[src/rtl/core/assert_macros.svh]
// Assertion macros shared by the RTL. All checks are sampled on the rising
// edge of clk and are switched off while rst is high.
`ifndef ASSERT_MACROS_SVH
`define ASSERT_MACROS_SVH

// The expression holds at every sampled edge.
`define ASSERT_ALWAYS(label, expr, msg) \
  label: assert property (@(posedge clk) disable iff (rst) (expr)) else $error(msg);

// When the antecedent holds, the consequent holds at the same edge.
`define ASSERT_IMPLY(label, ante, cons, msg) \
  label: assert property (@(posedge clk) disable iff (rst) (ante) |-> (cons)) else $error(msg);

// When the antecedent holds, the consequent holds at the next edge.
`define ASSERT_NEXT(label, ante, cons, msg) \
  label: assert property (@(posedge clk) disable iff (rst) (ante) |=> (cons)) else $error(msg);

`endif

[src/rtl/core/sps_pkg.sv]
`timescale 1ns / 1ps

package sps_pkg;

  localparam int STEP_INTERVAL_W = 24;
  localparam int PHASE_TABLE_W = 16;
  localparam int CFG_DATA_W = 24;
  localparam int CFG_INDEX_W = 2;

  localparam logic [STEP_INTERVAL_W-1:0] RST_STEP_INTERVAL = 24'd1000;
  localparam logic RST_FOUR_WIRE = 1'b1;
  localparam logic [PHASE_TABLE_W-1:0] RST_PHASE_TABLE = 16'h956A;

  localparam logic [CFG_INDEX_W-1:0] CFG_STEP_INTERVAL = 2'd0;
  localparam logic [CFG_INDEX_W-1:0] CFG_FOUR_WIRE = 2'd1;
  localparam logic [CFG_INDEX_W-1:0] CFG_PHASE_TABLE = 2'd2;

  typedef enum logic [2:0] {
    ACT_TICK      = 3'd0,
    ACT_MOVE_TO   = 3'd1,
    ACT_MOVE_BY   = 3'd2,
    ACT_SET_POS   = 3'd3,
    ACT_COILS_OFF = 3'd4
  } action_t;

  typedef enum logic [1:0] {
    DIR_NONE = 2'd0,
    DIR_FWD  = 2'd1,
    DIR_BACK = 2'd2
  } dir_t;

  typedef struct packed {
    logic [STEP_INTERVAL_W-1:0] step_interval;
    logic                       four_wire;
    logic [PHASE_TABLE_W-1:0]   phase_table;
  } sps_cfg_t;

  typedef struct packed {
    logic [3:0]  coils;
    logic [31:0] position;
    logic [31:0] distance_left;
    logic        running;
    logic        stepped;
  } sps_result_t;

  // Coil pattern for a phase; two-wire mode drives only the two low lines.
  function automatic logic [3:0] phase_entry(input logic [PHASE_TABLE_W-1:0] tbl,
                                             input logic four_wire,
                                             input logic [1:0] phase);
    logic [3:0] e;
    e = tbl[{phase, 2'b00} +: 4];
    if (!four_wire) begin
      e[3:2] = 2'b00;
    end
    return e;
  endfunction

  function automatic dir_t dir_of(input logic [31:0] diff);
    dir_t d;
    if (diff == 32'd0) begin
      d = DIR_NONE;
    end else if (!diff[31]) begin
      d = DIR_FWD;
    end else begin
      d = DIR_BACK;
    end
    return d;
  endfunction

endpackage

[src/rtl/core/stepper_position_sequencer_unit.sv]
// Constant-speed stepper position sequencer.
// Requests arrive on the in_valid/in_ready channel: action selects a tick
// (one microsecond of time), an absolute move, a relative move, a position
// load or coils off, and value carries the target, distance or position.
// Every request yields exactly one result on the out_valid/out_ready channel:
// coil levels, position, distance left, running and stepped.
// The result is registered: a request accepted at one edge is in the output
// register right after that edge. Throughput is one request per cycle while
// the receiver keeps up; the whole update is a compare, an increment and a
// table lookup between the input handshake and the result register.
// When the receiver stalls, the result holds and in_ready drops until it is
// taken; in_ready is high whenever the result register is empty or drains.
// Configuration registers (interval, wire mode, phase table) are written
// through cfg_write/cfg_index/cfg_data, by the user only while no request is in flight (unenforced by the block).
// Reset clears position, target, direction, tick counter and coils, and
// loads the configuration defaults: 1000 ticks, four wires, table 0x956A.
`timescale 1ns / 1ps
`include "assert_macros.svh"

module stepper_position_sequencer_unit
  import sps_pkg::*;
#(
  parameter int INTERVAL_BITS = 24
) (
  input  logic                   clk,
  input  logic                   rst,
  input  logic                   cfg_write,
  input  logic [CFG_INDEX_W-1:0] cfg_index,
  input  logic [CFG_DATA_W-1:0]  cfg_data,
  input  logic                   in_valid,
  output logic                   in_ready,
  input  logic [2:0]             action,
  input  logic signed [31:0]     value,
  output logic                   out_valid,
  input  logic                   out_ready,
  output logic [3:0]             coils,
  output logic signed [31:0]     position,
  output logic signed [31:0]     distance_left,
  output logic                   running,
  output logic                   stepped
);

  sps_cfg_t    cfg;
  sps_result_t result_next;
  sps_result_t result;
  logic        fire;

  always_ff @(posedge clk) begin
    if (rst) begin
      cfg.step_interval <= RST_STEP_INTERVAL;
      cfg.four_wire <= RST_FOUR_WIRE;
      cfg.phase_table <= RST_PHASE_TABLE;
    end else if (cfg_write) begin
      unique case (cfg_index)
        CFG_STEP_INTERVAL: cfg.step_interval <= cfg_data[STEP_INTERVAL_W-1:0];
        CFG_FOUR_WIRE:     cfg.four_wire <= cfg_data[0];
        CFG_PHASE_TABLE:   cfg.phase_table <= cfg_data[PHASE_TABLE_W-1:0];
        default: begin
        end
      endcase
    end
  end

  assign in_ready = !out_valid || out_ready;
  assign fire = in_valid && in_ready;

  sps_motion #(
    .INTERVAL_BITS(INTERVAL_BITS)
  ) u_motion (
    .clk    (clk),
    .rst    (rst),
    .accept (fire),
    .action (action),
    .value  (value),
    .cfg    (cfg),
    .result (result_next)
  );

  always_ff @(posedge clk) begin
    if (rst) begin
      out_valid <= 1'b0;
    end else if (fire) begin
      out_valid <= 1'b1;
    end else if (out_ready) begin
      out_valid <= 1'b0;
    end
  end

  always_ff @(posedge clk) begin
    if (fire) begin
      result <= result_next;
    end
  end

  assign coils = result.coils;
  assign position = result.position;
  assign distance_left = result.distance_left;
  assign running = result.running;
  assign stepped = result.stepped;

  `ASSERT_IMPLY(a_running_matches, out_valid, running == (distance_left != 32'sd0), "running disagrees with distance")
  `ASSERT_NEXT(a_cmd_no_step, fire && (action != ACT_TICK), !stepped, "command reported a step")
  `ASSERT_IMPLY(a_two_wire_lines, out_valid && stepped && !cfg.four_wire, coils[3:2] == 2'b00, "upper coil lines driven in two-wire mode")

endmodule

[src/rtl/core/sps_motion.sv]
`timescale 1ns / 1ps

module sps_motion
  import sps_pkg::*;
#(
  parameter int INTERVAL_BITS = 24
) (
  input  logic        clk,
  input  logic        rst,
  input  logic        accept,
  input  logic [2:0]  action,
  input  logic [31:0] value,
  input  sps_cfg_t    cfg,
  output sps_result_t result
);

  localparam int CW = (INTERVAL_BITS > STEP_INTERVAL_W) ? INTERVAL_BITS : STEP_INTERVAL_W;
  localparam logic [CW-1:0] LIMIT_MAX = CW'((64'd1 << INTERVAL_BITS) - 64'd1);
  localparam logic [INTERVAL_BITS-1:0] TICKS_MAX = '1;

  logic [31:0]              cur;
  logic [31:0]              tgt;
  logic [31:0]              remain;
  dir_t                     dir;
  logic [INTERVAL_BITS-1:0] ticks;
  logic [3:0]               coil;

  logic [31:0]              cur_next;
  logic [31:0]              tgt_next;
  logic [31:0]              remain_next;
  dir_t                     dir_next;
  logic [INTERVAL_BITS-1:0] ticks_next;
  logic [3:0]               coil_next;
  logic                     stepped;

  logic [CW-1:0]            limit;
  logic [INTERVAL_BITS-1:0] elapsed;
  logic                     due;
  logic [31:0]              delta;
  logic [31:0]              cur_stepped;

  always_comb begin
    limit = (CW'(cfg.step_interval) > LIMIT_MAX) ? LIMIT_MAX : CW'(cfg.step_interval);
    elapsed = (ticks == TICKS_MAX) ? ticks : ticks + INTERVAL_BITS'(1);
    due = (remain != 32'd0) && (CW'(elapsed) >= limit);
    // A due tick with no latched direction still rewrites the coils.
    case (dir)
      DIR_FWD:  delta = 32'd1;
      DIR_BACK: delta = 32'hFFFF_FFFF;
      default:  delta = 32'd0;
    endcase
    cur_stepped = cur + delta;
  end

  always_comb begin
    cur_next = cur;
    tgt_next = tgt;
    remain_next = remain;
    dir_next = dir;
    ticks_next = ticks;
    coil_next = coil;
    stepped = 1'b0;
    unique case (action)
      ACT_TICK: begin
        if (due) begin
          cur_next = cur_stepped;
          remain_next = remain - delta;
          coil_next = phase_entry(cfg.phase_table, cfg.four_wire, cur_stepped[1:0]);
          ticks_next = '0;
          stepped = 1'b1;
        end else begin
          ticks_next = elapsed;
        end
      end
      ACT_MOVE_TO: begin
        tgt_next = value;
        remain_next = value - cur;
        dir_next = dir_of(value - cur);
      end
      ACT_MOVE_BY: begin
        tgt_next = cur + value;
        remain_next = value;
        dir_next = dir_of(value);
      end
      ACT_SET_POS: begin
        cur_next = value;
        remain_next = tgt - value;
      end
      ACT_COILS_OFF: begin
        coil_next = 4'd0;
      end
      default: begin
      end
    endcase
  end

  always_ff @(posedge clk) begin
    if (rst) begin
      cur <= '0;
      tgt <= '0;
      remain <= '0;
      dir <= DIR_NONE;
      ticks <= '0;
      coil <= '0;
    end else if (accept) begin
      cur <= cur_next;
      tgt <= tgt_next;
      remain <= remain_next;
      dir <= dir_next;
      ticks <= ticks_next;
      coil <= coil_next;
    end
  end

  always_comb begin
    result.coils = coil_next;
    result.position = cur_next;
    result.distance_left = remain_next;
    result.running = (remain_next != 32'd0);
    result.stepped = stepped;
  end

endmodule
[config.mk]
export PLATFORM = sky130hd
export DESIGN_NAME = stepper_position_sequencer_unit
export DESIGN_NICKNAME = d
export VERILOG_FILES = /design/src/rtl/core/sps_pkg.sv /design/src/rtl/core/stepper_position_sequencer_unit.sv /design/src/rtl/core/sps_motion.sv
export VERILOG_INCLUDE_DIRS = /design/src /design/src/rtl/core
export SDC_FILE = /design/constraint.sdc
export NUM_CORES = 1
export LEC_CHECK = 0
export BUFFER_PORTS_ARGS = -buffer_cell sky130_fd_sc_hd__buf_2
export CAP_MARGIN = 15
export CORE_ASPECT_RATIO = 1.2
export CORE_MARGIN = 1
export CORE_UTILIZATION = 55
export DETAILED_ROUTE_END_ITERATION = 7
export GPL_TIMING_DRIVEN = 1
export PLACE_DENSITY_LB_ADDON = 0.1
export RECOVER_POWER = 50
export SKIP_CTS_REPAIR_TIMING = 1
export SLEW_MARGIN = 20
export SYNTH_ARGS = -nofsm -noshare
export SYNTH_HDL_FRONTEND = slang
export SYNTH_SLANG_ARGS = --single-unit
[constraint.sdc]
create_clock -name clk -period 5.3 [get_ports clk]
set_input_delay 0.265 -clock clk [delete_from_list [all_inputs] [get_ports clk]]
set_output_delay 0.265 -clock clk [all_outputs]
set_load 0.01 [all_outputs]
==> results of run 1 <==
-- stage by stage --
stage            util  power, W  area [um^2]
5_1_grt        0.6341  0.006128        22850
3_3_place_gp   0.5999  0.003936        21620
2_1_floorplan       -  0.003344        20190
6_report       0.6342  0.005891        22860
3_5_place_dp   0.5999  0.003955        21620
4_1_cts        0.6247  0.005838        22510
-- final cells by class --
| type | count | share of cell area |
|---|---|---|
| Multi-Input combinational cell | 2057 | 0.6000 |
| Sequential cell | 238 | 0.2392 |
| Timing Repair Buffer | 257 | 0.06887 |
| Clock buffer | 42 | 0.03569 |
| Inverter | 163 | 0.02688 |
| Tap cell | 468 | 0.02562 |
| Clock inverter | 8 | 0.003394 |
| Timing Repair inverter | 1 | 0.0002190 |
| Antenna cell | 1 | 0.0001095 |
-- power by group through the flow --
stage	clock, W	sequential, W	combinational, W
global route	0.00198	0.00209	0.00206
CTS	0.00191	0.00207	0.00186
detailed placement	0	0.00211	0.00185
floorplan	0	0.00211	0.00124
finish	0.00189	0.00208	0.00193
global placement	0	0.00211	0.00183
-- how the worst max path moves through the flow --
stage	end	slack, ps
after floorplan	running	10
after global placement	running	6
after detailed placement	running	-20
after CTS	running	-50
after global routing	running	-50
final	running	100
-- cell families after synthesis --
group / after synthesis / synth area share
and+or+nand+nor: 882 / 0.2030
AOI/OAI and AO/OA: 824 / 0.2747
buffers and inverters: 302 / 0.05806
DFF: 238 / 0.2709
adders and majority gates: 186 / 0.1172
xor gates and xnor gates: 137 / 0.05948
muxes: 28 / 0.01669
-- critical path, delay by kind of cell, from the launching register on --
kind	cells	cell delay, ps
AND/OR/NAND/NOR	11	2170
AO/OA/AOI/OAI	7	1710
XOR/XNOR	1	90
buffers and inverters	3	330
adder cells (fa/ha/maj)	1	300
flip-flops	1	340
-- flip-flops by register name, summed over array words and instances (netlist names), 2 cells and up --
signal,cells
u_motion.ticks,24
u_motion.remain,32
u_motion.cur,32
u_motion.tgt,32
u_motion.dir,2
position,32
coils,4
distance_left,32
cfg,41
u_motion.coil,4
-- layer usage --
layer	vias up	part of all wire	GRT usage
met5	-	0	0
met4	0	0.052	0.1754
met3	178	0.092	0.05639
met2	1027	0.44	0.6055
met1	9828	0.41	0.5275
li1	9742	-	-
-- cell usage in the layout, fill, tap and decap left out, types with 13 or more instances in the layout --
cell type / n
and3_1: 19
o21bai_1: 30
o211ai_1: 22
o21ai_1: 13
mux2i_1: 19
a21o_1: 49
o221ai_1: 20
buf_4: 88
buf_2: 62
dlygate4sd3_1: 24
nand3_1: 41
o21a_1: 22
edfxtp_1: 70
xor2_1: 42
a31oi_1: 20
nand2_1: 278
clkbuf_1: 86
a211o_1: 18
a21oi_1: 268
o31ai_1: 16
nand2b_1: 19
nor3_1: 63
nand3b_1: 17
inv_1: 159
ha_1: 181
clkbuf_16: 30
nand4_1: 31
nor2_1: 277
a22oi_1: 28
dfxtp_1: 167
xnor2_1: 93
a221oi_1: 16
nor2b_1: 18
a211oi_1: 58
o21ai_0: 119
nor4_1: 30
==> results.toml, run 1 <==
[status]
status = "finished with violations"
violations = "hold timing, capacitance limit, slew limit"

[sta]
period_share = 0.9805
slew_headroom = -1.633
fmax_mhz = 192.4
fin_ws_ps = 103.2
period_needed_ps = 5197
fin_tns_setup_ps = 0
finalHoldViolCount = 1
skew_ps = 37.28
worst_pin_slew_ps = 3949
setup_viol = 0
finalMaxSlewViolations = 338
hold_slack_ps = -7.318

[yosys]
ys_seq_area_frac = 0.2709
synth_area_leaders = "dfxtp_1 (17%), ha_1 (11%), edfxtp_1 (10%)"
synth_top_area_frac = 0.1667
synth_most_common_cell = "nor2_1"
syn-num-nets = 2849
syn_area_um2 = 20170
synth_top_flop_cell = "dfxtp_1"
synth-edff-count = 70
yosys.cell_types.count = 97
synthCells = 2597
synth_warnings = 0
avgSynthCellArea_um2 = 7.767
ys_seq_elements = 238
async_flop_share = 0
synth_top_area_cell = "dfxtp_1"
synthTopCellsByCount = "nor2_1 (282), nand2_1 (280), a21oi_1 (270), ha_1 (181), dfxtp_1 (168)"

[detailed_routing]
wl_per_cell_um = 23.20
via_count = 20775
antenna_left = 0
wirelength_um = 75050
avgViaCountPerCell = 6.422
dr.pass1.iters = 6
remaining_drc_errors = 0
drtIter0Drc = 2095

[floorplanning]
die_h_um = 211.8
coreArea_um2 = 36040
die_w_um = 176.8
start_util = 0.5597
fp-row-count = 76
dieArea_um2 = 37450
ioPinCount = 138

[place]
routabilityCongestion = 1.034
hpwlAfterDp_um = 57190
io_buffers = 137
place_ws_ps = -16.30
place_inst = 3151

[global_routing]
grt_pass1_wl_um = 112000
grt_max_degree = 91
grt_pass1_vias = 18966
antenna_found_initial = 0
overflow = 0
track_usage = 0.3881

[worst_setup_path]
worst-path-max-fanout = 4
path_cells = "inv_1 > or3_4 > nand4bb_4 > and3_4 > nand3_4 > nor2_4 > buf_4 > nand2_1 > xnor2_1 > ha_1 > nand4_1 > nor4_2 > o21ai_1 > a21oi_2 > o21a_4 > buf_4 > nor2_1 > a221oi_1 > o21ai_0 > a211oi_1 > o21a_1 > nand4b_1 > or4_1"
cpMostUsedCell = "buf_4"
r2r_setup_slack_ps = 100
end_kind = "flop"
r2r_cells = 23
crit_arrival_ps = 5520
slowest_delay_ps = 410
r2r-start = "u_motion.ticks[14]"
crit_slowest_cell = "or4_1"
reg2reg_to = "running"
start_kind = "flop"
cp.required_ps = 5630
critical_path_class = "flop to flop"
cp-startpoint = "u_motion.ticks[14]"

[clocking]
clk_pin_slew_ps = 60
root_buffer = "clkbuf_16"
cts.sinks = 238
htree_levels = 1
worstSkewPairLatency_ps = 590
tritoncts = "yes"
cts.path.max_buffers = 3
numCtsBuffers = 28

[pwr]
power.switching_w = 0.002139
intPower_w = 0.003752
seqPwrFrac = 0.353
power.share.switching = 0.3631
p_leak_nw = 9.407
pwr-share-comb = 0.327
p_per_area_nw_per_um2 = 257.8
clockPowerShare = 0.320
vdd_drop_max_v = 0.0002674

[min_path]
hold_start = "cfg_data[19]"
whs_path_depth = 3
min_to = "cfg[36]"
hold_path_class = "input port to flop"

[layout]
nNetsFinal = 2998
multi_input_area_um2 = 13710
fillers = 3196
regArea_um2 = 5466
instances_no_fill = 3235
syn2layout_area_growth_pct = 13.30
drive_gt1_frac = 0.1092

[flow_run]
cap_violations = 4
Note: power is estimated with default switching activity, not from simulation.
==> run 2, diff against run 1 <==
Settings changed: PLACE_DENSITY_LB_ADDON 0.1 to 0.12.
==> results.toml, run 2 (synthesis results as in run 1) <==
[layout]
drive_gt1_frac = 0.1187
syn2layout_area_growth_pct = 14.38
largest_reg_flops = 41
design_area_um2 = 23070
nNetsFinal = 3019
layout_common_cells = "nand2_1 (278), nor2_1 (278), a21oi_1 (269)"
regMostFlops = "cfg"

[worst_setup_path]
cp.required_ps = 5630
worst-path-max-fanout = 4
path_cells = "inv_1 > or3_4 > buf_4 > or3b_2 > nor2_4 > nand3_1 > xnor2_1 > ha_1 > nand4_1 > nor4_2 > o21ai_1 > a21oi_4 > o21a_4 > nor2_1 > a221oi_1 > o21ai_1 > o32a_1 > nand4bb_1 > or3_1 > or4_1"
critical_path_class = "flop to flop"
cpMostUsedCell = "o21ai_1"
path_buf_inv = 2
crit_slowest_cell = "or3b_2"
path_delay_family = "simple AND/OR/NAND/NOR gates"
cp-startpoint = "u_motion.ticks[14]"
start_kind = "flop"
crit_arrival_ps = 5500
r2r-start = "u_motion.ticks[14]"
slowest_delay_ps = 490
end_kind = "flop"

[detailed_routing]
wl_per_cell_um = 23.07
wirelength_um = 75170
drtIter0Drc = 1997
avgViaCountPerCell = 6.402
via_count = 20858
dr.pass1.iters = 7
antenna_left = 0
remaining_drc_errors = 0

[min_path]
hold_path_class = "input port to flop"
hold_start = "cfg_data[22]"

[place]
post_dp_cell_area_um2 = 21740
hpwlAfterDp_um = 57590
place_ws_ps = -127.1
routabilityCongestion = 1.067
io_buffers = 137

[pwr]
power_w = 0.005994
p_leak_nw = 9.527
p_per_area_nw_per_um2 = 259.8
vdd_drop_max_v = 0.0002637

[global_routing]
grt_pass1_vias = 19138
grt_max_degree = 80
grt_pass1_wl_um = 112700
track_usage = 0.3911
overflow = 0
antenna_found_initial = 1

[clocking]
worstSkewPairLatency_ps = 590
clk_pin_slew_ps = 70
root_buffer = "clkbuf_16"
numCtsBuffers = 28
htree_levels = 1
tritoncts = "yes"
cts.sinks = 238
cts.path.max_buffers = 3

[sta]
fmax_mhz = 193.4
fin_tns_setup_ps = 0
period_needed_ps = 5171
worst_pin_slew_ps = 3675
setup_viol = 0
skew_ps = 15.15
fin_ws_ps = 128.8
slew_headroom = -1.450
finalHoldViolCount = 1
finalMaxSlewViolations = 190
hold_slack_ps = -34.81
period_share = 0.9757

[floorplanning]
start_util = 0.5597
die_h_um = 211.8
dieArea_um2 = 37450
die_w_um = 176.8
coreArea_um2 = 36040
fp-row-count = 76
ioPinCount = 138

[status]
violations = "hold timing, capacitance limit, slew limit"
status = "finished with violations"

[flow_run]
cap_violations = 4
run 2: power breakdown:
group          switching (W)  internal, W  total, W
Clock               0.000841      0.00115   0.00199
Sequential         0.0000842      0.00199   0.00208
Combinational        0.00123     0.000699   0.00193
run 2: tightest hold or removal path: stages:
cell,delay [ps]
buf_2,100
nand2_1,70
a21oi_1,60
run 2: metal layers:
| metal | part of all wire | global-route usage | vias to the layer above |
|---|---|---|---|
| met5 | 0 | 0 | - |
| met4 | 0.061 | 0.2173 | 0 |
| met3 | 0.093 | 0.07489 | 182 |
| met2 | 0.43 | 0.5961 | 993 |
| met1 | 0.41 | 0.5168 | 9883 |
| li1 | - | - | 9800 |
run 2: final timing paths:
kind | endpoint | slack, ps | cells past startpoint
setup / recovery | running | 130 | 20
hold reg to reg | cfg[11] | 460 | 2
hold / removal | cfg[39] | -30 | 3
setup reg to reg | running | 130 | 20
run 2: area by class of cell:
| class | instances | area, um^2 |
|---|---|---|
| Clock inverter | 16 | 176.4 |
| Inverter | 163 | 613.1 |
| Timing Repair Buffer | 279 | 1749 |
| Antenna cell | 1 | 2.502 |
| Tap cell | 468 | 585.6 |
| Fill cell | 3228 | 12970 |
| Sequential cell | 238 | 5472 |
| Multi-Input combinational cell | 2057 | 13720 |
| Clock buffer | 36 | 750.7 |
run 2: per-stage QoR:
stage | util | instances
6_report | 0.6402 | 3258
5_1_grt | 0.6402 | 3258
4_1_cts | 0.6290 | 3223
3_5_place_dp | 0.6033 | 3171
3_3_place_gp | 0.6033 | 3171
2_1_floorplan | - | 2597
